### src/rtl/ssc_pkg.sv
`default_nettype none

package ssc_pkg;

   localparam int SEGMENT_LENGTH = 832;
   localparam int ADDR_W         = $clog2(SEGMENT_LENGTH);

   localparam int POS_W      = 10;
   localparam int SAMPLE_W   = 16;
   localparam int INTEG_W    = 8;
   localparam int OFFSET_W   = 10;
   localparam int TERR_W     = 18;
   localparam int CSR_IDX_W  = 2;
   localparam int CSR_DATA_W = 10;

   localparam logic [3:0] SYNC_PATTERN = 4'h9;

   localparam logic signed [INTEG_W-1:0] FLOOR_RESET     = -8'sd16;
   localparam logic signed [INTEG_W-1:0] CEILING_RESET   = 8'sd15;
   localparam logic signed [INTEG_W-1:0] THRESHOLD_RESET = 8'sd5;
   localparam logic [OFFSET_W-1:0]       OFFSET_RESET    = 10'd3;

   localparam logic signed [INTEG_W-1:0] INTEG_RESET = FLOOR_RESET;

   localparam logic signed [INTEG_W:0] STEP_MATCH = (INTEG_W+1)'(2);
   localparam logic signed [INTEG_W:0] STEP_MISS  = (INTEG_W+1)'(-1);

   localparam logic [ADDR_W-1:0] LAST_POS = ADDR_W'(SEGMENT_LENGTH - 1);

   localparam int RECIP_SHIFT = 20;
   localparam int RECIP_MULT  = (2**RECIP_SHIFT + SEGMENT_LENGTH - 1) / SEGMENT_LENGTH;
   localparam int RECIP_W     = $clog2(RECIP_MULT + 1);

   localparam int QUEUE_DEPTH = 4;
   localparam int QPTR_W      = $clog2(QUEUE_DEPTH);

   localparam logic [CSR_IDX_W-1:0] CSR_FLOOR     = 2'd0;
   localparam logic [CSR_IDX_W-1:0] CSR_CEILING   = 2'd1;
   localparam logic [CSR_IDX_W-1:0] CSR_THRESHOLD = 2'd2;
   localparam logic [CSR_IDX_W-1:0] CSR_OFFSET    = 2'd3;

   typedef struct packed {
      logic signed [SAMPLE_W-1:0] sample;
      logic [ADDR_W-1:0]          pos;
      logic                       match;
      logic                       fresh;
      logic                       wrap;
   } ssc_entry_type;

   typedef struct packed {
      logic signed [INTEG_W-1:0] integ_floor;
      logic signed [INTEG_W-1:0] integ_ceiling;
      logic signed [INTEG_W-1:0] lock_threshold;
      logic [ADDR_W-1:0]         offset_mod;
   } ssc_cfg_type;

   typedef struct packed {
      logic full;
      logic empty;
   } ssc_queue_status_type;

endpackage

`default_nettype wire

### src/rtl/ssc_front.sv
`default_nettype none

module ssc_front import ssc_pkg::*; (
   input  logic                       clock,
   input  logic                       reset,
   input  logic                       req_valid,
   input  logic signed [SAMPLE_W-1:0] req_sample_in,
   output logic                       req_stall,
   input  ssc_queue_status_type       queue_status,
   output logic                       push,
   output ssc_entry_type              push_entry
);

   logic [3:0]        hist_ff;
   logic [3:0]        hist_in;
   logic [ADDR_W-1:0] pos_ff;
   logic [ADDR_W-1:0] pos_in;
   logic              fresh_ff;
   logic              fresh_in;
   logic              wrap;

   always_comb begin
      req_stall = queue_status.full;
      push      = req_valid && !queue_status.full;
      hist_in   = {~req_sample_in[SAMPLE_W-1], hist_ff[3:1]};
      wrap      = (pos_ff == LAST_POS);
      pos_in    = wrap ? '0 : pos_ff + ADDR_W'(1);
      fresh_in  = fresh_ff && !wrap;

      push_entry.sample = req_sample_in;
      push_entry.pos    = pos_ff;
      push_entry.match  = (hist_in == SYNC_PATTERN);
      push_entry.fresh  = fresh_ff;
      push_entry.wrap   = wrap;
   end

   // Until the first segment pass ends, integrators have never been written.
   always_ff @(posedge clock) begin
      if (reset) begin
         hist_ff  <= '0;
         pos_ff   <= '0;
         fresh_ff <= 1'b1;
      end else if (push) begin
         hist_ff  <= hist_in;
         pos_ff   <= pos_in;
         fresh_ff <= fresh_in;
      end
   end

endmodule

`default_nettype wire

### config.mk
export PLATFORM = sky130hd
export DESIGN_NAME = ssc_front
export DESIGN_NICKNAME = d
export VERILOG_FILES = /design/src/rtl/ssc_pkg.sv /design/src/rtl/ssc_front.sv
export SDC_FILE = /design/constraint.sdc
export NUM_CORES = 1
export LEC_CHECK = 0
export ABC_AREA = 1
export BUFFER_PORTS_ARGS = -buffer_cell sky130_fd_sc_hd__buf_4
export CAP_MARGIN = 30
export CELL_PAD_IN_SITES_DETAIL_PLACEMENT = 1
export CELL_PAD_IN_SITES_GLOBAL_PLACEMENT = 1
export CORE_UTILIZATION = 28
export DETAILED_ROUTE_END_ITERATION = 10
export HOLD_SLACK_MARGIN = 0.12
export MAX_ROUTING_LAYER = met4
export PLACE_DENSITY = 0.82
export SKIP_LAST_GASP = 1
export SLEW_MARGIN = 10
export SYNTH_ARGS = -nofsm -noshare
export SYNTH_HDL_FRONTEND = slang
export SYNTH_SLANG_ARGS = --single-unit
### constraint.sdc
create_clock -name clock -period 1.88 [get_ports clock]
set_clock_uncertainty 0.05 [all_clocks]
set_input_delay 0.47 -clock clock [delete_from_list [all_inputs] [get_ports clock]]
set_output_delay 0.47 -clock clock [all_outputs]
set_load 0.05 [all_outputs]
; ---- Word-level counts from Yosys, hierarchy flattened
; Cells that the tools add are included.
[word_totals]
ff_bits = 15
latchBits = 0
mem_bits_rw = 0
rom_bits = 0
input_bits = 21
output_inout_bits = 31
mem_count = 0
[classes]
n_addsub = 1
n_mul = 0
div_mod_pow = 0
magnitude_cmp = 0
eq_ne = 2
n_shift = 0
mux = 1
bitwise_logic = 1
n_reduce_logical = 4
[op_table]
columns = operator, n
row1 = $add 10x1->10 const B, 1
row2 = $eq 10x10->1 const B, 1
row3 = $mux 10, 1
row4 = $eq 4x4->1 const B, 1
row5 = $logic_and 1x1->1, 2
row6 = $logic_not 1->1, 2
row7 = $not 1->1, 1

; ---- Depth between registers and ports, before layout
[depth]
word_depth = 3
ltp_mapped = 8
mapped_depth_nobuf = 8

; ---- Least setup slack after synthesis
; OpenSTA, ideal clock, no wires.
[synth_path]
path_kind = input-to-output
start = input port req_sample_in[15]
end = output port push_entry[2] (netlist name)
arrival_ns = 1.919
required_ns = 1.360
setup_slack_ns = -0.559
stages = 1
path_buffers = 0
cell_sequence = nor4_1
[synth_via]
elab_chain_cells = 2
[synth_lines]
columns = item, line_no
row1 = from (decl), ssc_front.sv:7  ; input logic signed [SAMPLE_W-1:0] req_sample_in,
row2 = $not 1->1, ssc_front.sv:25  ; hist_in = {~req_sample_in[SAMPLE_W-1], hist_ff[3:1]};
row3 = $eq 4x4->1, ssc_front.sv:32  ; push_entry.match = (hist_in == SYNC_PATTERN);
row4 = to (decl), ssc_front.sv:11  ; output ssc_entry_type push_entry
; No other way between the ends.

==> impl_metrics.ini <==
[outcome]
outcome = finished with violations
violations = design-rule violations, negative setup slack

[sta]
rsz0062_at_grt = true
slew_violations = 0
fin_crit_sh_pct = 101
finalSetupTns_ns = -0.0109
finalHoldViolations = 0
relSlewSlack_pct = 84.5
max_freq_ghz = 0.529
tightest_slew_ns = 0.231
setup_viol = 1
setup_ws_ns = -0.0109
finalCriticalPeriod_ns = 1.89

[setup_path]
worst-path-max-fanout = 3
critical_path.max_stage_delay_ns = 0.36
path_class = reg -> out
worst_path_max_delay_cell = dfxtp_2
arrival_ns = 1.37
crit_chain = ha_4, nand2_4, nor4_4, buf_6
cp-end-kind = primary output
cp-start-kind = flip-flop
cp.required_ns = 1.36

[yosys]
ys_warn_count = 0
synth_nets = 139
synth_compound_area_share_pct = 5.52
syn_avg_cell_area_um2 = 7.37
yosysTopAreaCell = dfxtp_1
synth-simple-area-share_pct = 33.8
synth_xor_area_share_pct = 4.06
synth.ff_latch_count = 14
synth.area.top_cells = dfxtp_1 (33%), buf_4 (17%), nand2_1 (10%)
ys_seq_area_share_pct = 32.5
syn-cell-area_um2 = 862
ys_types = 21
postSynthCellCount = 117
synthMuxAreaShare_pct = 0
synth_top_family_by_area = simple AND/OR/NAND/NOR gates
synth_top_area_share_pct = 32.5
synthAdderAreaFrac_pct = 1.45

[power_and_ir_drop]
p_clk_share_pct = 37.2
ir_worst_vdd_mv = 0.339
p_leak_uw = 0.000478
combPwrFrac_pct = 13.3
p_sw_uw = 172
p_int_uw = 448
power_density_mw_per_mm2 = 599
pwr-share-seq_pct = 49.5
p_sw_share_pct = 27.7

[final_layout]
final_cell_mix = buf_4 (23), nand2_1 (22), nor2_1 (13)
antennaDiodeCount = 0
fin_cells = 157
fin_nets = 149
drive_above_1_share_pct = 41.3
final_common_cell = buf_4
synthToLayoutAreaGrowth_pct = 20.2

[cts]
hold_buffers = 0
path_clk_slew_ns = 0.09
cts_buffer_depth = 2
clkLatencyLatePin_ns = 0.30
cts_tree = yes
cts.sinks = 14
cts-htree-levels = 1
cts_root_buf = clkbuf_4
cts_made_buffers = 3

[global_route]
antenna_found_initial = 0
gr-usage-all-layers_pct = 15.1
grt_pass1_vias = 776
gr-total-overflow = 0
grt_max_degree = 9
grt_first_pass_wirelength_um = 3570

[die]
row_count = 19
core_area_mm2 = 0.00283
initial_core_util_pct = 30.5
die_x_um = 57.5
ios = 52
die-area_mm2 = 0.00330
die_y_um = 57.5

[detailed_routing]
vias = 737
routed_wl_um = 2090
wl_per_cell_um = 13.3
ant_nets = 0
vias_per_cell = 4.69
drt_first_pass_iters = 7
post-route-drc-count = 7
drt_iter0_markers = 8

[hold_path]
min_path_type = in -> reg

[placed_design]
hpwl_um = 1530
dpl.cell_count = 150
place.gp.congestion = 0.824
io_buffer_count = 20

[job]
cap_violations = 0
-- per-stage QoR --
stage	hold WS [ns]	worst slack, ns	area, µm²	total power (µW)	utilization [%]
6_report	0.302	-0.0109	1040	620	36.6
5_1_grt	0.293	-0.0818	1040	650	36.6
4_1_cts	0.293	0.00119	1010	629	35.6
3_5_place_dp	0.393	0.149	928	393	32.8
3_3_place_gp	0.389	0.154	928	390	32.8
2_1_floorplan	0.370	0.0335	875	453	-
-- metal layers --
metal  vias up  share of wire [%]  wire length (µm)  track usage (%)
li1        369                  -                 -                -
met1       339                 41               862             15.8
met2        23                 49              1020             24.3
met3         6                7.2               151             4.99
met4         0                2.7                57             9.76
met5         -                  0                 0                -
-- path summary, 6_finish.rpt --
kind	depth (start not counted)	end	start	slack, ns
setup / recovery	4	push_entry[0]	pos_ff[1]	-0.01
hold / removal	2	pos_ff[1]	reset	0.30
setup reg to reg	8	pos_ff[6]	pos_ff[1]	0.59
hold reg to reg	2	fresh_ff	fresh_ff	0.40
-- worst max-delay path: cells and delay by family, from the launching register on --
family,cells,cell delay (ns)
fa+ha+maj,1,0.16
buf+inv,1,0.20
flops,1,0.36
simple gates,2,0.35
-- what timing repair did --
action / in CTS / in global routing
buffers inserted: 3 / 0
setup endpoints to repair: 1 / 1
gates resized for setup: 7 / 4
pin swaps: 1 / 2
-- cells by family after synthesis --
group / count (synthesis)
compound gates: 9
xor+xnor: 4
fa+ha+maj: 1
buf+inv: 33
flops: 14
simple gates: 56
-- sequential cells by signal, summed over array words and instances (netlist names) --
signal	cells
pos_ff	10
hist_ff	3
fresh_ff	1
-- synth_stat cells --
master / count
a211oi_1: 1
a21oi_1: 5
buf_4: 19
dfxtp_1: 14
ha_1: 1
inv_1: 12
inv_2: 2
nand2_1: 23
nand2_2: 2
nand2_4: 2
nand3_1: 5
nand3_2: 1
nand4_1: 3
nor2_1: 13
nor2_2: 2
nor2_4: 2
nor2_8: 1
nor4_1: 2
o21ai_0: 3
xnor2_1: 1
xor2_1: 3
-- final cells by class --
cell class                 instances  area, µm²
fill                             352       1790
multi-input combinational         70        433
sequential                        14        292
timing repair buffer              24        184
inverter                          14       52.6
tap                               31       38.8
clock buffer                       4       36.3
-- power by group through the flow --
stage / registers, µW / logic [µW] / clock network (µW)
3_5_place_dp: 316 / 77.1 / 0
2_1_floorplan: 323 / 130 / 0
5_1_grt: 308 / 90.4 / 252
4_1_cts: 306 / 82.4 / 241
3_3_place_gp: 315 / 74.6 / 0
6_report: 307 / 82.5 / 231
Note: power is estimated with default switching activity, not from simulation.
