[src/rtl/ssc_pkg.sv]
`default_nettype none

package ssc_pkg;

   localparam int SEGMENT_LENGTH = 832;
   localparam int ADDR_W         = $clog2(SEGMENT_LENGTH);

   localparam int POS_W      = 10;
   localparam int SAMPLE_W   = 16;
   localparam int INTEG_W    = 8;
   localparam int OFFSET_W   = 10;
   localparam int TERR_W     = 18;
   localparam int CSR_IDX_W  = 2;
   localparam int CSR_DATA_W = 10;

   localparam logic [3:0] SYNC_PATTERN = 4'h9;

   localparam logic signed [INTEG_W-1:0] FLOOR_RESET     = -8'sd16;
   localparam logic signed [INTEG_W-1:0] CEILING_RESET   = 8'sd15;
   localparam logic signed [INTEG_W-1:0] THRESHOLD_RESET = 8'sd5;
   localparam logic [OFFSET_W-1:0]       OFFSET_RESET    = 10'd3;

   localparam logic signed [INTEG_W-1:0] INTEG_RESET = FLOOR_RESET;

   localparam logic signed [INTEG_W:0] STEP_MATCH = (INTEG_W+1)'(2);
   localparam logic signed [INTEG_W:0] STEP_MISS  = (INTEG_W+1)'(-1);

   localparam logic [ADDR_W-1:0] LAST_POS = ADDR_W'(SEGMENT_LENGTH - 1);

   localparam int RECIP_SHIFT = 20;
   localparam int RECIP_MULT  = (2**RECIP_SHIFT + SEGMENT_LENGTH - 1) / SEGMENT_LENGTH;
   localparam int RECIP_W     = $clog2(RECIP_MULT + 1);

   localparam int QUEUE_DEPTH = 4;
   localparam int QPTR_W      = $clog2(QUEUE_DEPTH);

   localparam logic [CSR_IDX_W-1:0] CSR_FLOOR     = 2'd0;
   localparam logic [CSR_IDX_W-1:0] CSR_CEILING   = 2'd1;
   localparam logic [CSR_IDX_W-1:0] CSR_THRESHOLD = 2'd2;
   localparam logic [CSR_IDX_W-1:0] CSR_OFFSET    = 2'd3;

   typedef struct packed {
      logic signed [SAMPLE_W-1:0] sample;
      logic [ADDR_W-1:0]          pos;
      logic                       match;
      logic                       fresh;
      logic                       wrap;
   } ssc_entry_type;

   typedef struct packed {
      logic signed [INTEG_W-1:0] integ_floor;
      logic signed [INTEG_W-1:0] integ_ceiling;
      logic signed [INTEG_W-1:0] lock_threshold;
      logic [ADDR_W-1:0]         offset_mod;
   } ssc_cfg_type;

   typedef struct packed {
      logic full;
      logic empty;
   } ssc_queue_status_type;

endpackage

`default_nettype wire

[src/rtl/ssc_queue.sv]
`default_nettype none

module ssc_queue import ssc_pkg::*; (
   input  logic                 clock,
   input  logic                 reset,
   input  logic                 push,
   input  ssc_entry_type        push_entry,
   input  logic                 pop,
   output ssc_entry_type        head_entry,
   output ssc_queue_status_type status
);

   ssc_entry_type     slots_ff [QUEUE_DEPTH];
   logic [QPTR_W-1:0] wr_ptr_ff;
   logic [QPTR_W-1:0] rd_ptr_ff;
   logic [QPTR_W:0]   count_ff;
   logic [QPTR_W:0]   count_in;

   always_comb begin
      status.full  = (count_ff == (QPTR_W+1)'(QUEUE_DEPTH));
      status.empty = (count_ff == '0);
      head_entry   = slots_ff[rd_ptr_ff];
      count_in     = count_ff;
      if (push && !pop) begin
         count_in = count_ff + (QPTR_W+1)'(1);
      end else if (pop && !push) begin
         count_in = count_ff - (QPTR_W+1)'(1);
      end
   end

   always_ff @(posedge clock) begin
      if (push) begin
         slots_ff[wr_ptr_ff] <= push_entry;
      end
   end

   always_ff @(posedge clock) begin
      if (reset) begin
         wr_ptr_ff <= '0;
         rd_ptr_ff <= '0;
         count_ff  <= '0;
      end else begin
         count_ff <= count_in;
         if (push) begin
            wr_ptr_ff <= wr_ptr_ff + QPTR_W'(1);
         end
         if (pop) begin
            rd_ptr_ff <= rd_ptr_ff + QPTR_W'(1);
         end
      end
   end

endmodule

`default_nettype wire

[config.mk]
export PLATFORM = sky130hd
export DESIGN_NAME = ssc_queue
export DESIGN_NICKNAME = d
export VERILOG_FILES = /design/src/rtl/ssc_pkg.sv /design/src/rtl/ssc_queue.sv
export SDC_FILE = /design/constraint.sdc
export NUM_CORES = 1
export LEC_CHECK = 0
export ABC_AREA = 0
export BUFFER_PORTS_ARGS = -buffer_cell sky130_fd_sc_hd__buf_4
export CAP_MARGIN = 15
export CORE_MARGIN = 1.5
export CORE_UTILIZATION = 61
export DETAILED_ROUTE_END_ITERATION = 6
export GPL_TIMING_DRIVEN = 0
export MAX_ROUTING_LAYER = met4
export PLACE_DENSITY_LB_ADDON = 0.1
export SLEW_MARGIN = 25
export SYNTH_ARGS = -nofsm -noshare
export SYNTH_HDL_FRONTEND = slang
export SYNTH_SLANG_ARGS = --single-unit
[constraint.sdc]
create_clock -name clock -period 2.58 [get_ports clock]
set_input_delay 0.516 -clock clock [delete_from_list [all_inputs] [get_ports clock]]
set_output_delay 0.516 -clock clock [all_outputs]
set_load 0.02 [all_outputs]
After elaboration in Yosys (flattened, before gate mapping)
Memory sizes are Yosys's and may differ from the RTL's. A register that Yosys moved wholly into a read port is not among the register bits.
Cells that the tools add are included.
W data, S select, Z words.
{ "word_totals": {"reg_bits": 7, "latch_bits": 0, "ram_bits": 116, "rom_bits": 0, "out_inout_bits": 31, "elab_cells": 21, "memories": 1} }
{ "classes": {"addsub": 4, "mul": 0, "n_div": 0, "n_lt_le_gt_ge": 0, "eq_ne": 1, "shift": 0, "muxes": 6, "bitwise_logic": 0, "reduce_logical": 6} }
{ "memory_table": {"columns": ["memory", "words", "width", "rd", "rd_ports_with_merged_regs", "write_ports", "line", "text"], "rows": [
  ["slots_ff", 4, 29, 1, 1, 1, "ssc_queue.sv:13", "ssc_entry_type slots_ff [QUEUE_DEPTH];"]
]} }
{ "op_table": {"columns": ["operator", "count"], "rows": [
  ["$mux W3", 2],
  ["$add A2 B1 Y2 const B", 2],
  ["$mux W2", 2],
  ["$add A3 B1 Y3 const B", 1],
  ["$eq A3 B3 Y1 const B", 1],
  ["$logic_not A3 Y1", 1],
  ["$sub A3 B1 Y3 const B", 1],
  ["$logic_and A1 B1 Y1", 2],
  ["$logic_not A1 Y1", 2],
  ["$mux W1", 2],
  ["$reduce_bool A2 Y1", 1]
]} }

Depth between registers and ports, before layout
{ "depth": {"word_depth": 4, "ltp_mapped": 7, "ltp_nobuf": 7} }

Worst setup path after synthesis
OpenSTA, ideal clock, no wires.
{ "synth_path": {"path_type": "input-to-reg", "from": "input port pop", "to": "register count_ff[2]", "t_arrival_ns": 1.706, "t_required_ns": 2.510, "path_slack_ns": 0.804, "path_stages": 7, "path_cell_list": "inv_1 -> ha_1 -> inv_1 -> fa_1 -> xor2_1 -> or3_1 -> a21oi_1"} }
{ "synth_between": {"elab_chain_len": 3, "word_cells_on_any_way": 5, "cone_classes": "1 x mux; 4 x reduce/logical"} }
{ "synth_lines": {"columns": ["item", "line", "text"], "rows": [
  ["start, declared", "ssc_queue.sv:8", "input logic pop,"],
  ["$logic_not A1 Y1", "ssc_queue.sv:24", "if (push && !pop) begin"],
  ["$logic_and A1 B1 Y1", "ssc_queue.sv:24", null],
  ["$mux W3 or $reduce_bool A2 Y1 (tied branches)", null, null],
  ["end signal, assigned", "ssc_queue.sv:43", "count_ff <= count_in;"],
  ["end, declared", "ssc_queue.sv:16", "logic [QPTR_W:0] count_ff;"]
]} }
Several ways; a longest one is shown, not always the timed one.
A chain may end at the register's enable or synchronous reset.

==> flow_metrics.py <==
metrics = {
    "outcome": {
        "run_status": "finished clean",
    },
    "cts": {
        "cts_sinks": 125,
        "cts_setup_buffers": 0,
        "h-tree-depth": 4,
        "cts_buffers": 17,
        "clk_pin_slew_ns": 0.06,
        "root_buffer": "clkbuf_8",
        "clockBufferDepth": 2,
        "cts_tree": "built",
        "postCtsResizedCells": 0,
        "holdBufCountCts": 0,
        "clkLatencyLatePin_ns": 0.50,
    },
    "placement": {
        "dp_hpwl_um": 4702,
        "place_ws_ns": 0.5749,
        "place.gp.congestion": 0.6703,
        "place_area_um2": 5326,
        "numPortBuffers": 62,
    },
    "sta": {
        "hold_viol": 0,
        "rsz0062_at_grt": "no",
        "fin_skew_ns": 0.005581,
        "slew_violations": 0,
        "post-route-min-period_ns": 2.463,
        "max_freq_ghz": 0.4060,
        "finalSetupViolations": 0,
        "period_share_pct": 95.48,
        "worstMarginPinSlew_ns": 0.5886,
        "relSlewSlack_pct": 60.76,
        "fin_ws_ns": 0.1167,
        "setup_tns_ns": 0,
    },
    "worst_setup_path": {
        "rr_startpoint": "wr_ptr_ff[0]$_SDFFE_PP0P_",
        "rrSetupSlack_ns": 1.06,
        "cp-start-kind": "register",
        "critPathRequiredTime_ns": 2.06,
        "worstSetupEndpointType": "output pin",
        "r2r_cells": 3,
        "critPathMaxFanout": 10,
        "crit_arrival_ns": 1.95,
        "crit_type": "reg -> out",
    },
    "synth": {
        "syn_area_per_cell_um2": 23.70,
        "synth_commonest_cells": "edfxtp_1 (116), mux4_2 (28), dfxtp_1 (9)",
        "postSynthCellCount": 195,
        "synthArstFlopShare_pct": 0,
        "synth_area_leaders": "edfxtp_1 (75%), mux4_2 (14%), dfxtp_1 (3.9%)",
        "synth_fp_nets": 234,
        "synthFlopType": "edfxtp_1",
        "synth_most_common_cell": "edfxtp_1",
        "netlist_area_um2": 4622,
        "synth-edff-count": 116,
        "synth_top_area_share_pct": 75.37,
        "synth_largest_area_cell": "edfxtp_1",
        "synthDistinctLibCells": 23,
        "yosys_warnings": 0,
        "synth-seq-cells": 125,
        "yosysSeqAreaShare_pct": 79.26,
    },
    "floorplan": {
        "die_area_um2": 8108,
        "chipWidth_um": 90.05,
        "coreArea_um2": 7292,
        "chipHeight_um": 90.05,
        "start_util_pct": 63.38,
        "fp-row-count": 31,
        "ios": 64,
    },
    "global_routing": {
        "antenna_found_initial": 0,
        "grt_pass1_vias": 2418,
        "grt-ovfl-total": 0,
        "grtUsageTotal_pct": 22.99,
        "grt_start_max_net_pins": 20,
        "grt_first_pass_wirelength_um": 12990,
    },
    "route": {
        "drtAntennaViolNets": 0,
        "routed_wl_um": 8171,
        "vias_per_cell": 5.655,
        "vias": 2211,
        "drc_errors": 0,
        "drt_iter0_markers": 147,
        "wl_per_cell_um": 20.90,
        "first_pass_iters": 4,
    },
    "power": {
        "finalPower_w": 0.005355,
        "irDropWorstVdd_mv": 0.5726,
        "leakage_nw": 2.093,
        "p_per_area_nw_per_um2": 902.2,
    },
    "worst_hold_path": {
        "hold_start": "push_entry[3]",
        "hold_depth": 1,
        "hold_class": "in -> reg",
    },
    "layout": {
        "drive_gt1_share_pct": 45.55,
        "final_net_count": 319,
        "area_delta_synth_final_pct": 28.42,
        "post-route-util_pct": 81.40,
        "stdcell_area_um2": 5936,
        "diodes": 0,
    },
    "flow_run": {
        "drv_cap": 0,
    },
}
[per-layer routing]
metal,track usage (%),share of wire [%]
met3,5.922,4.0
met1,28.10,41
met2,37.50,54
met4,8.466,0.88
met5,-,0
[flip-flops by register name, indices dropped and copies added, names as in the netlist, named ones only]
| register | flops |
|---|---|
| count_ff | 3 |
| wr_ptr_ff | 2 |
| rd_ptr_ff | 2 |
| slots_ff | 116 |
[layout by cell type, fill, tap and decap left out, types with 3 or more instances in the layout]
master / instances
buf_4: 63
ha_1: 5
clkinvlp_4: 3
dfxtp_1: 9
nor2_1: 7
edfxtp_1: 116
clkinv_4: 4
clkbuf_16: 16
xor2_1: 3
bufinv_16: 4
mux4_2: 28
and2_2: 4
buf_16: 4
inv_1: 4
[worst max-delay path, cell delays in order (launching register included)]
cell     delay (ns)
dfxtp_1        0.32
buf_2          0.26
buf_2          0.31
mux4_2         0.37
buf_4          0.18
[cells by family (layout without fill, tap and decap cells)]
kind of cell | count (synthesis) | count (layout) | synth area share [%]
multiplexers | 31 | 31 | 14.65
adder cells (fa/ha/maj) | 6 | 6 | 1.787
AND/OR/NAND/NOR | 15 | 15 | 1.597
AO/OA/AOI/OAI | 2 | 2 | 0.2164
flip-flops | 125 | 125 | 79.26
XOR/XNOR | 5 | 5 | 0.9477
buffers and inverters | 11 | 108 | 1.543
[per-stage QoR]
| stage | std cells | hold slack [ns] |
|---|---|---|
| 2_1_floorplan | 195 | 0.4663 |
| 3_3_place_gp | 356 | 0.4916 |
| 3_5_place_dp | 360 | 0.5027 |
| 4_1_cts | 391 | 0.1872 |
| 5_1_grt | 391 | 0.1901 |
| 6_report | 391 | 0.2073 |
[path summary, 6_finish.rpt]
check                        endpoint
min          slots_ff[2][3]$_DFFE_PP_
min reg2reg  count_ff[2]$_SDFFE_PP0P_
max reg2reg  slots_ff[3][5]$_DFFE_PP_
max                    head_entry[14]
[layout make-up]
cell class	instances	area [µm²]
clock buffers	17	414.1
flip-flops and latches	125	3664
plain buffers	7	56.30
multi-input cells	59	892.1
clock inverters	14	195.2
well taps	99	123.9
fillers	379	1356
inverters	4	15.01
repair buffers	66	575.6
[power by group]
part / switching [W] / internal (W)
clock: 0.000835 / 0.00156
combinational: 0.000305 / 0.000288
sequential: 0.0000377 / 0.00233
total: 0.00118 / 0.00418
(Power assumes the default switching activity.)
