==> src/rtl/ssc_pkg.sv <==
`default_nettype none

package ssc_pkg;

   localparam int SEGMENT_LENGTH = 832;
   localparam int ADDR_W         = $clog2(SEGMENT_LENGTH);

   localparam int POS_W      = 10;
   localparam int SAMPLE_W   = 16;
   localparam int INTEG_W    = 8;
   localparam int OFFSET_W   = 10;
   localparam int TERR_W     = 18;
   localparam int CSR_IDX_W  = 2;
   localparam int CSR_DATA_W = 10;

   localparam logic [3:0] SYNC_PATTERN = 4'h9;

   localparam logic signed [INTEG_W-1:0] FLOOR_RESET     = -8'sd16;
   localparam logic signed [INTEG_W-1:0] CEILING_RESET   = 8'sd15;
   localparam logic signed [INTEG_W-1:0] THRESHOLD_RESET = 8'sd5;
   localparam logic [OFFSET_W-1:0]       OFFSET_RESET    = 10'd3;

   localparam logic signed [INTEG_W-1:0] INTEG_RESET = FLOOR_RESET;

   localparam logic signed [INTEG_W:0] STEP_MATCH = (INTEG_W+1)'(2);
   localparam logic signed [INTEG_W:0] STEP_MISS  = (INTEG_W+1)'(-1);

   localparam logic [ADDR_W-1:0] LAST_POS = ADDR_W'(SEGMENT_LENGTH - 1);

   localparam int RECIP_SHIFT = 20;
   localparam int RECIP_MULT  = (2**RECIP_SHIFT + SEGMENT_LENGTH - 1) / SEGMENT_LENGTH;
   localparam int RECIP_W     = $clog2(RECIP_MULT + 1);

   localparam int QUEUE_DEPTH = 4;
   localparam int QPTR_W      = $clog2(QUEUE_DEPTH);

   localparam logic [CSR_IDX_W-1:0] CSR_FLOOR     = 2'd0;
   localparam logic [CSR_IDX_W-1:0] CSR_CEILING   = 2'd1;
   localparam logic [CSR_IDX_W-1:0] CSR_THRESHOLD = 2'd2;
   localparam logic [CSR_IDX_W-1:0] CSR_OFFSET    = 2'd3;

   typedef struct packed {
      logic signed [SAMPLE_W-1:0] sample;
      logic [ADDR_W-1:0]          pos;
      logic                       match;
      logic                       fresh;
      logic                       wrap;
   } ssc_entry_type;

   typedef struct packed {
      logic signed [INTEG_W-1:0] integ_floor;
      logic signed [INTEG_W-1:0] integ_ceiling;
      logic signed [INTEG_W-1:0] lock_threshold;
      logic [ADDR_W-1:0]         offset_mod;
   } ssc_cfg_type;

   typedef struct packed {
      logic full;
      logic empty;
   } ssc_queue_status_type;

endpackage

`default_nettype wire

==> src/rtl/ssc_csr.sv <==
`default_nettype none

module ssc_csr import ssc_pkg::*; (
   input  logic                  clock,
   input  logic                  reset,
   input  logic                  csr_write_enable,
   input  logic [CSR_IDX_W-1:0]  csr_index,
   input  logic [CSR_DATA_W-1:0] csr_write_data,
   output ssc_cfg_type           cfg
);

   localparam int PROD_W = OFFSET_W + RECIP_W;
   localparam int BACK_W = OFFSET_W + ADDR_W + 1;
   localparam logic [OFFSET_W-1:0] QUOT_RESET = OFFSET_W'(OFFSET_RESET / SEGMENT_LENGTH);
   localparam logic [ADDR_W-1:0]   MOD_RESET  = ADDR_W'(OFFSET_RESET % SEGMENT_LENGTH);

   logic signed [INTEG_W-1:0] floor_ff;
   logic signed [INTEG_W-1:0] ceiling_ff;
   logic signed [INTEG_W-1:0] threshold_ff;
   logic [OFFSET_W-1:0]       offset_ff;
   logic [OFFSET_W-1:0]       quot_ff;
   logic [OFFSET_W-1:0]       quot_in;
   logic [ADDR_W-1:0]         mod_ff;
   logic [ADDR_W-1:0]         mod_in;
   logic [PROD_W-1:0]         recip_prod;
   logic [BACK_W-1:0]         back_prod;
   logic [OFFSET_W-1:0]       rem;

   // The offset is reduced modulo the segment length by a reciprocal multiply.
   always_comb begin
      recip_prod = PROD_W'(offset_ff) * PROD_W'(RECIP_MULT);
      quot_in    = OFFSET_W'(recip_prod >> RECIP_SHIFT);
      back_prod  = BACK_W'(quot_ff) * BACK_W'(SEGMENT_LENGTH);
      rem        = offset_ff - back_prod[OFFSET_W-1:0];
      mod_in     = ADDR_W'(rem);
   end

   always_ff @(posedge clock) begin
      if (reset) begin
         floor_ff     <= FLOOR_RESET;
         ceiling_ff   <= CEILING_RESET;
         threshold_ff <= THRESHOLD_RESET;
         offset_ff    <= OFFSET_RESET;
         quot_ff      <= QUOT_RESET;
         mod_ff       <= MOD_RESET;
      end else begin
         quot_ff <= quot_in;
         mod_ff  <= mod_in;
         if (csr_write_enable) begin
            unique case (csr_index)
               CSR_FLOOR:     floor_ff     <= csr_write_data[INTEG_W-1:0];
               CSR_CEILING:   ceiling_ff   <= csr_write_data[INTEG_W-1:0];
               CSR_THRESHOLD: threshold_ff <= csr_write_data[INTEG_W-1:0];
               CSR_OFFSET:    offset_ff    <= csr_write_data[OFFSET_W-1:0];
            endcase
         end
      end
   end

   always_comb begin
      cfg.integ_floor    = floor_ff;
      cfg.integ_ceiling  = ceiling_ff;
      cfg.lock_threshold = threshold_ff;
      cfg.offset_mod     = mod_ff;
   end

endmodule

`default_nettype wire

==> config.mk <==
export PLATFORM = sky130hd
export DESIGN_NAME = ssc_csr
export DESIGN_NICKNAME = d
export VERILOG_FILES = /design/src/rtl/ssc_pkg.sv /design/src/rtl/ssc_csr.sv
export SDC_FILE = /design/constraint.sdc
export NUM_CORES = 1
export LEC_CHECK = 0
export BUFFER_PORTS_ARGS = -buffer_cell sky130_fd_sc_hd__buf_4
export CAP_MARGIN = 20
export CORE_MARGIN = 1
export CORE_UTILIZATION = 52
export DETAILED_ROUTE_END_ITERATION = 12
export PLACE_DENSITY = 0.8
export RECOVER_POWER = 25
export SYNTH_ARGS = -nofsm -noshare
export SYNTH_HDL_FRONTEND = slang
export SYNTH_SLANG_ARGS = --single-unit
==> constraint.sdc <==
create_clock -name clock -period 4.01 [get_ports clock]
set_clock_uncertainty 0.15 [all_clocks]
set_input_delay 1.0025 -clock clock [delete_from_list [all_inputs] [get_ports clock]]
set_output_delay 1.0025 -clock clock [all_outputs]
set_load 0.02 [all_outputs]
* Yosys cells after proc, flatten, opt, wreduce, memory -nomap -nowiden
Index checks and enable logic that the tools add are counted.
** Cells by class
- Add/sub/neg operators :: 1
- $mul :: 2
- Equality and inequality tests :: 3
- Reduce and logical (&&, ||, !) cells :: 5
** Operator list (count)
- $mul A10 B11 Y21 const B :: 1
- $mul A10 B4 Y4 const B :: 1
- $sub A10 B10 Y10 :: 1
- $reduce_and A2 Y1 :: 4
- $eq A2 B2 Y1 const B :: 2
- $eq A2 B1 Y1 const B :: 1
- $logic_not A2 Y1 :: 1
** Storage, ports and cells
- Register bits after elaboration :: 54
- Bits of input ports :: 15
- Output and inout port bits :: 34

* Depth between registers and ports, before layout
Gate-level depths: netlist (run 1).
- Depth in word-level cells :: 2
- Depth in mapped cells :: 15
- Gate-level depth less buffers :: 15

* Worst setup path before layout (run 1)
No wires, ideal clock.
- Kind :: reg2reg
- From :: reg offset_ff[6]
- To :: reg quot_ff[0]
- Data arrival time :: 4.084 ns
- Data required time :: 3.737 ns
- Setup slack :: -0.348 ns
- Stages on the path, launching flop included :: 14
- Buffers on the path :: 0
- Cell sequence :: dfxtp_1 inv_1 fa_1 inv_1 fa_1 fa_1 fa_1 ha_1 ha_1 a21oi_1 o21ai_1 a221o_1 nor3_2 mux2_1
** Between the ends
- Longest elaborated chain between the ends :: 1
** Ends and longest elaborated chain
- start: declaration :: RTL line ssc_csr.sv:20 : logic [OFFSET_W-1:0] offset_ff;
- start signal: assignment :: RTL line ssc_csr.sv:54 : CSR_OFFSET: offset_ff <= csr_write_data[OFFSET_W-1:0];
- $mul A10 B11 Y21 :: RTL line ssc_csr.sv:31 : recip_prod = PROD_W'(offset_ff) * PROD_W'(RECIP_MULT);
- end signal: assignment :: RTL line ssc_csr.sv:47 : quot_ff <= quot_in;
- end: declaration :: RTL line ssc_csr.sv:21 : logic [OFFSET_W-1:0] quot_ff;
No other way between the ends.
A chain may end at the register's enable or synchronous reset.

* Final worst setup path (run 1)
- From :: reg offset_ff[5]
- To :: reg quot_ff[0]
The elaborated chain is that of the path after synthesis.

==> summary.md, run 1 <==
| Metric | Value |
|---|---|
| DRT Wirelength | `roughly 7400 um` |
| Drt pass-1 iters | `5` |
| DRT iter0 DRCs | `104` |
| Max Cap Viol | `0` |
| Worst r2r src | `offset_ff[5]` |
| Highest clock rate | `between 0.2 and 0.25 GHz` |
| Wire length per cell | `approximately 15 um` |
| Area Growth Syn to Fin | `27.4%` |
| CP peak stage delay | `approximately 0.56 ns` |
| Root Buffer | `clkbuf_8` |
| Maximum VDD drop | `slightly below 0.0003 V` |
| Ys Warns | `0` |
| Final Setup Violations | `1` |
| Final setup margin | `-0.246 ns` |
| Worst-Margin Slew | `0.805 ns` |
| Hold Path Origin | `threshold_ff[1]` |
| H-tree levels | `2` |
| Status | `finished with violations` |
| CP endpoint kind | `flop` |
| Logic pwr share | `between 30 and 40%` |
| Reg2reg end | `quot_ff[0]` |
| Crit path DAT | `between 4 and 5 ns` |
| Hold Path Cell Cnt | `2` |
| FF-to-FF setup slack | `-0.25 ns` |
| Worst hold endpoint | `threshold_ff[1]` |
| Register share of total power | `between 40% and 50%` |
| Die area | `0.00668 mm^2` |
| CP Max Fanout | `4` |
| CP Class | `flop to flop` |
| CTS Sinks | `45` |
| Final Cycle Share | `106%` |
| Min Tclk post-route | `4.26 ns` |
| Chip Height | `approximately 82 um` |
| Placeable Area | `0.00603 mm^2` |
| First-pass GRT wire length | `11600 um` |
| Synth Instances | `335` |
| Post-route ant nets | `0` |
| Failing checks | `negative setup slack` |
| Critical Path RT | `around 4.1 ns` |
| Hold-fix buffers, CTS | `0` |
| Die Wd | `81.7 um` |
| Number of diodes | `0` |
| Fillers | `442` |
| CP Launch Type | `flop` |
| CTS tree | `done` |
| DP Wirelength | `around 6000 um` |
| Vias in the first global route | `~2500` |
| Commonest non-fill, non-tap cells in the layout | `buf_4 (82), ha_1 (55), inv_1 (47)` |
| Total GRT Usage | `between 20% and 30%` |
| Most common cell after layout, fill and taps aside | `buf_4` |
| Slowest cell on crit path | `fa_1` |
| DR DRC count | `0` |
| Yosys cell types | `28` |
| Maximum buffer depth of the clock tree | `2` |
| TritonCTS buffer count | `5` |
| IO Port Bufs | `48` |
| Clock latency on the worst-skew pair | `approximately 0.30 ns` |
| CTS clk-pin slew, worst paths | `approximately 0.09 ns` |
| Avg Synthesized Cell Area | `approximately 10 um^2` |
| Power Dens Cells | `~280 mW/mm^2` |
| Post-synthesis register bit count | `45` |
| Setup slack at placement | `-0.310 ns` |
| CP Buf/Inv Count | `3` |
| Vias per cell | `about 5.2` |
| Slew Viols, Final | `0` |
| Largest net degree at the start of global routing | `47` |
| NumNets Final | `about 530` |
| Cell Area, Synth | `0.00331 mm^2` |
| Worst path top cell family by delay | `adder cells` |
| Syn nets | `around 450` |
| Reg2Reg Depth | `14` |
| Clock power share | `26.3%` |
| Overflow after GRT | `0` |
| Sequential share of the synthesized area | `a little over a quarter` |
| Sw Share | `~31%` |
| Crit-path cells | `buf_4 > ha_1 > inv_1 > fa_1 > inv_1 > fa_1 > fa_1 > ha_1 > ha_1 > nand4_1 > nor2_1 > a221o_1 > nor3_2 > mux2_1` |
| Rows | `28` |
| P_sw | `between 0.3 and 0.4 mW` |
| Leak pwr | `2.22 nW` |
| Relative slew slack | `between 40% and 50%` |
| Placer Congestion | `roughly 0.84` |
| Layout cells sized above 1 | `a little under 30%` |
| Vias | `about 2600` |
| Hold/Removal Path Class | `flop to flop` |
| Boundary pin count | `49` |
| Internal cell power | `0.800 mW` |
| RSZ-0062 raised after global routing | `yes` |
| Initial Utilization | `54.9%` |
| Final hold vios | `0` |
| Antenna violations before repair | `0` |
| Total negative slack | `-0.246 ns` |
[cell type report]
cell class	instances	area, um^2	share of cell area, %
multi-input combinational	230	2280	54.2
sequential	45	926	22.0
clock buffer	6	93.8	2.23
timing repair buffer	82	616	14.6
tap	75	93.8	2.23
clock inverter	1	5.00	0.119
inverter	51	194	4.60
[through the flow]
step | instances | utilization, % | instance area (um^2) | power [mW] | hold WS (ns)
6_report | 490 | 69.9 | 4210 | 1.16 | 0.307
2_1_floorplan | 335 | - | 3370 | 0.710 | 0.321
5_1_grt | 490 | 69.9 | 4210 | 1.24 | 0.339
4_1_cts | 488 | 68.5 | 4130 | 1.13 | 0.310
3_5_place_dp | 481 | 66.8 | 4030 | 0.832 | 0.298
3_3_place_gp | 481 | 66.8 | 4030 | 0.814 | 0.295
[routing by layer]
layer	vias up	GRT usage (%)	share of wire (%)
met1	1241	29.7	43
li1	1250	-	-
met2	59	40.0	52
met4	0	5.44	0.84
met3	8	5.00	4.1
met5	-	0	0
[worst max path at each step]
stage,startpoint,to,slack [ns],depth (start not counted)
after global placement,offset_ff[4],quot_ff[0],-0.21,13
final,offset_ff[5],quot_ff[0],-0.25,14
after floorplan,offset_ff[4],quot_ff[0],-0.11,15
after detailed placement,offset_ff[4],quot_ff[0],-0.31,13
after CTS,offset_ff[4],quot_ff[0],-0.29,13
after global routing,offset_ff[4],quot_ff[0],-0.36,16
[power groups by stage]
stage	Sequential, mW	Combinational [mW]	Clock, mW
after global routing	0.475	0.437	0.327
after detailed placement	0.485	0.347	0
after global placement	0.485	0.329	0
after CTS	0.474	0.350	0.309
after floorplan	0.499	0.211	0
final	0.473	0.385	0.306
[registers in the layout (all words and copies together), names as in the netlist]
| register | cells |
|---|---|
| threshold_ff | 8 |
| ceiling_ff | 8 |
| offset_ff | 10 |
| mod_ff | 10 |
| floor_ff | 8 |
| quot_ff | 1 |
[worst min-delay path, delay by kind of cell (launching register included)]
family,cells,cell delay (ns)
and+or+nand+nor,1,0.05
DFF,1,0.32
AOI/OAI and AO/OA,1,0.05
[synthesized netlist by cell type]
library cell	n	area, um^2
ha_1	63	788
inv_1	51	191
dfxtp_1	45	901
nand2_1	39	146
fa_1	32	641
a21oi_1	22	110
nor2_1	22	82.6
a211o_1	9	78.8
mux2i_1	8	80.1
nor2b_1	7	43.8
clkbuf_1	5	18.8
nand3_1	4	20.0
nand3b_1	4	30.0
nand4_1	4	25.0
or2_2	4	25.0
and3_1	2	12.5
buf_2	2	10.0
xor2_1	2	17.5
a211oi_1	1	7.51
a21o_1	1	7.51
a221o_1	1	10.0
buf_1	1	3.75
buf_4	1	7.51
mux2_1	1	11.3
nor3_2	1	10.0
nor3b_2	1	12.5
o21ai_1	1	5.00
xnor2_1	1	8.76
[kinds of logic (layout without fill, tap and decap cells)]
group,after synthesis,in the layout,synth area share (%)
buffers and inverters,60,140,7.00
xor gates and xnor gates,3,3,0.795
muxes,9,9,2.76
adders and majority gates,95,95,43.2
AOI/OAI and AO/OA,35,35,6.62
DFF,45,45,27.3
and+or+nand+nor,88,88,12.3
[timing repair]
action | in CTS | in global routing
setup endpoints to repair | 1 | 1
setup buffers | 0 | 2
gates cloned | 0 | 0
pin swaps | 2 | 5
gates resized for setup | 1 | 14
endpoints found under the hold margin | 0 | 0
Power figures use the tool's default switching activity.
==> run 2, diff against run 1 <==
--- a/config.mk
+++ b/config.mk
@@ -10,6 +10,7 @@
 export CORE_MARGIN = 1
 export CORE_UTILIZATION = 52
 export DETAILED_ROUTE_END_ITERATION = 12
+export GPL_TIMING_DRIVEN = 0
 export PLACE_DENSITY = 0.8
 export RECOVER_POWER = 25
 export SYNTH_ARGS = -nofsm -noshare
==> run 2 against run 1 <==
The run still ends with negative setup slack left. Worst setup slack got worse by 0.076 ns. Flip-flop and latch count unchanged. Cell count decreased by 3.9%. Power decreased by 5.5%. Via count decreased by 3.9%. Largest power group unchanged.
==> summary.md, run 2 (same netlist as run 1, synthesis figures left out) <==
| Metric | Value |
|---|---|
| CP Class | `flop to flop (unchanged)` |
| Critical Path RT | `4.05 ns (about the same)` |
| Die area | `0.00668 mm^2 (unchanged)` |
| Final hold vios | `0 (unchanged)` |
| Status | `finished with violations (unchanged)` |
| Fin util | `66.9% (was 69.9%)` |
| IO Port Bufs | `47 (was 48)` |
| Number of diodes | `0 (unchanged)` |
| FF+latch area | `932 um^2 (was 926 um^2)` |
| Boundary pin count | `49 (unchanged)` |
| Final Setup Violations | `1 (unchanged)` |
| TritonCTS buffer count | `5 (unchanged)` |
| Layout cells sized above 1 | `23.7% (was 29.2%)` |
| Overflow after GRT | `0 (unchanged)` |
| Reg2Reg Depth | `13 (was 14)` |
| CTS clk-pin slew, worst paths | `0.08 ns (was 0.09 ns)` |
| Placeable Area | `0.00603 mm^2 (unchanged)` |
| CTS Sinks | `45 (unchanged)` |
| Total Power | `1.10 mW (was 1.16 mW)` |
| Post-route ant nets | `0 (unchanged)` |
| Die Wd | `81.7 um (unchanged)` |
| Relative slew slack | `65.9% (was 46.1%)` |
| Critical Path End | `quot_ff[0] (unchanged)` |
| DRT iter0 DRCs | `111 (was 104)` |
| Vias in the first global route | `2469 (was 2505)` |
| DP Area | `0.00382 mm^2 (was 0.00403 mm^2)` |
| Final setup margin | `-0.322 ns (was -0.246 ns)` |
| Area of the multi-input gates | `0.00229 mm^2 (was 0.00228 mm^2)` |
| Root Buffer | `clkbuf_8 (unchanged)` |
| Placer Congestion | `0.859 (was 0.839)` |
| Leak pwr | `2.09 nW (was 2.22 nW)` |
| CP Launch Type | `flop (unchanged)` |
| Chip Height | `81.7 um (unchanged)` |
| Commonest non-fill, non-tap cells in the layout | `ha_1 (55), buf_4 (54), inv_1 (48) (was buf_4 (82), ha_1 (55), inv_1 (47))` |
| Origin of the worst setup path | `offset_ff[4] (was offset_ff[5])` |
| H-tree levels | `2 (unchanged)` |
| Drt pass-1 iters | `4 (was 5)` |
| Vias per cell | `5.22 (about the same)` |
| DP Wirelength | `5780 um (was 6020 um)` |
| Vias | `2458 (was 2558)` |
| Reg2reg end | `quot_ff[0] (unchanged)` |
| NumNets Final | `505 (was 525)` |
| Highest clock rate | `0.231 GHz (was 0.235 GHz)` |
| RSZ-0062 raised after global routing | `yes (unchanged)` |
| Fillers | `479 (was 442)` |
| Crit path DAT | `4.37 ns (was 4.30 ns)` |
| Hold/Removal Path Class | `flop to flop (unchanged)` |
| Post-route cell area | `0.00403 mm^2 (was 0.00421 mm^2)` |
| Wire length per cell | `15.4 um (was 15.1 um)` |
| Min Tclk post-route | `4.33 ns (was 4.26 ns)` |
| CP endpoint kind | `flop (unchanged)` |
| Largest regs | `mod_ff x10, offset_ff x10 (unchanged)` |
| DRT Wirelength | `7270 um (was 7400 um)` |
| Most common cell after layout, fill and taps aside | `ha_1 (was buf_4)` |
| First-pass GRT wire length | `11700 um (was 11600 um)` |
| Worst r2r src | `offset_ff[4] (was offset_ff[5])` |
| Final Cycle Share | `108% (was 106%)` |
| Worst-Margin Slew | `0.512 ns (was 0.805 ns)` |
| DR DRC count | `0 (unchanged)` |
| CTS tree | `done (unchanged)` |
| Max Cap Viol | `0 (unchanged)` |
| Initial Utilization | `54.9% (unchanged)` |
| Dpl cells | `457 (was 481)` |
| Failing checks | `negative setup slack (unchanged)` |
| Antenna violations before repair | `0 (unchanged)` |
| Power Dens Cells | `273 mW/mm^2 (was 276 mW/mm^2)` |
| Largest net degree at the start of global routing | `15 (was 47)` |
| Maximum VDD drop | `0.000313 V (was 0.000292 V)` |
| Clock latency on the worst-skew pair | `0.29 ns (was 0.30 ns)` |
| FF-to-FF setup slack | `-0.32 ns (was -0.25 ns)` |
| Area Growth Syn to Fin | `22.0% (was 27.4%)` |
| Maximum buffer depth of the clock tree | `2 (unchanged)` |
| CP Max Fanout | `5 (was 4)` |
| Total GRT Usage | `23.7% (was 23.3%)` |
| Cell Count, Final, Fillers Out | `471 (was 490)` |
| Rows | `28 (unchanged)` |
| Slew Viols, Final | `0 (unchanged)` |
==> run 2: layout make-up <==
class / count / area share [%]
clock buffer: 5 / 1.71
multi-input combinational: 230 / 56.7
tap: 75 / 2.33
inverter: 51 / 4.87
timing repair buffer: 53 / 9.87
clock inverter: 3 / 0.403
sequential: 45 / 23.1
buffer: 9 / 0.993
==> run 2: stage by stage <==
stage / hold slack, ns / TNS (ns) / worst slack [ns]
2_1_floorplan: 0.321 / -0.114 / -0.114
3_3_place_gp: 0.298 / -0.375 / -0.375
3_5_place_dp: 0.301 / -0.463 / -0.463
4_1_cts: 0.313 / -0.321 / -0.321
5_1_grt: 0.329 / -0.469 / -0.469
6_report: 0.309 / -0.322 / -0.322
==> run 2: critical path, stage by stage, from the launching register on <==
cell and delay [ns]:
dfxtp_4 0.41, inv_1 0.09, fa_1 0.52, inv_1 0.06, fa_1 0.46, fa_1 0.52
fa_1 0.45, ha_4 0.30, ha_4 0.19, a21oi_1 0.13, o21ai_1 0.10, a221o_1 0.33
nor3_2 0.19, mux2_4 0.32
==> run 2: where the power goes <==
part	internal, mW	switching (mW)
combinational	0.159	0.191
clock	0.121	0.154
sequential	0.459	0.0161
==> run 2: worst min-delay path by stage <==
stage / from / to / cells after the start
after CTS: threshold_ff[4] / threshold_ff[4] / 2
after floorplan: offset_ff[6] / offset_ff[6] / 2
final: threshold_ff[5] / threshold_ff[5] / 2
after global routing: threshold_ff[1] / threshold_ff[1] / 2
after global placement: threshold_ff[5] / threshold_ff[5] / 2
after detailed placement: threshold_ff[4] / threshold_ff[4] / 2
==> run 2: timing repair <==
action,CTS,global route
resized for setup,15,2
buffers inserted,6,0
endpoints found under the setup margin,1,1
pin swaps,7,0
hold buffers,0,0
==> run 2: metal layers <==
metal  GRT usage (%)  wire (um)  part of all wire, %
met5               0          0                    0
met4            4.04         28                 0.38
met3            3.56        212                  2.9
met2            41.3       3730                   51
met1            31.2       3300                   45
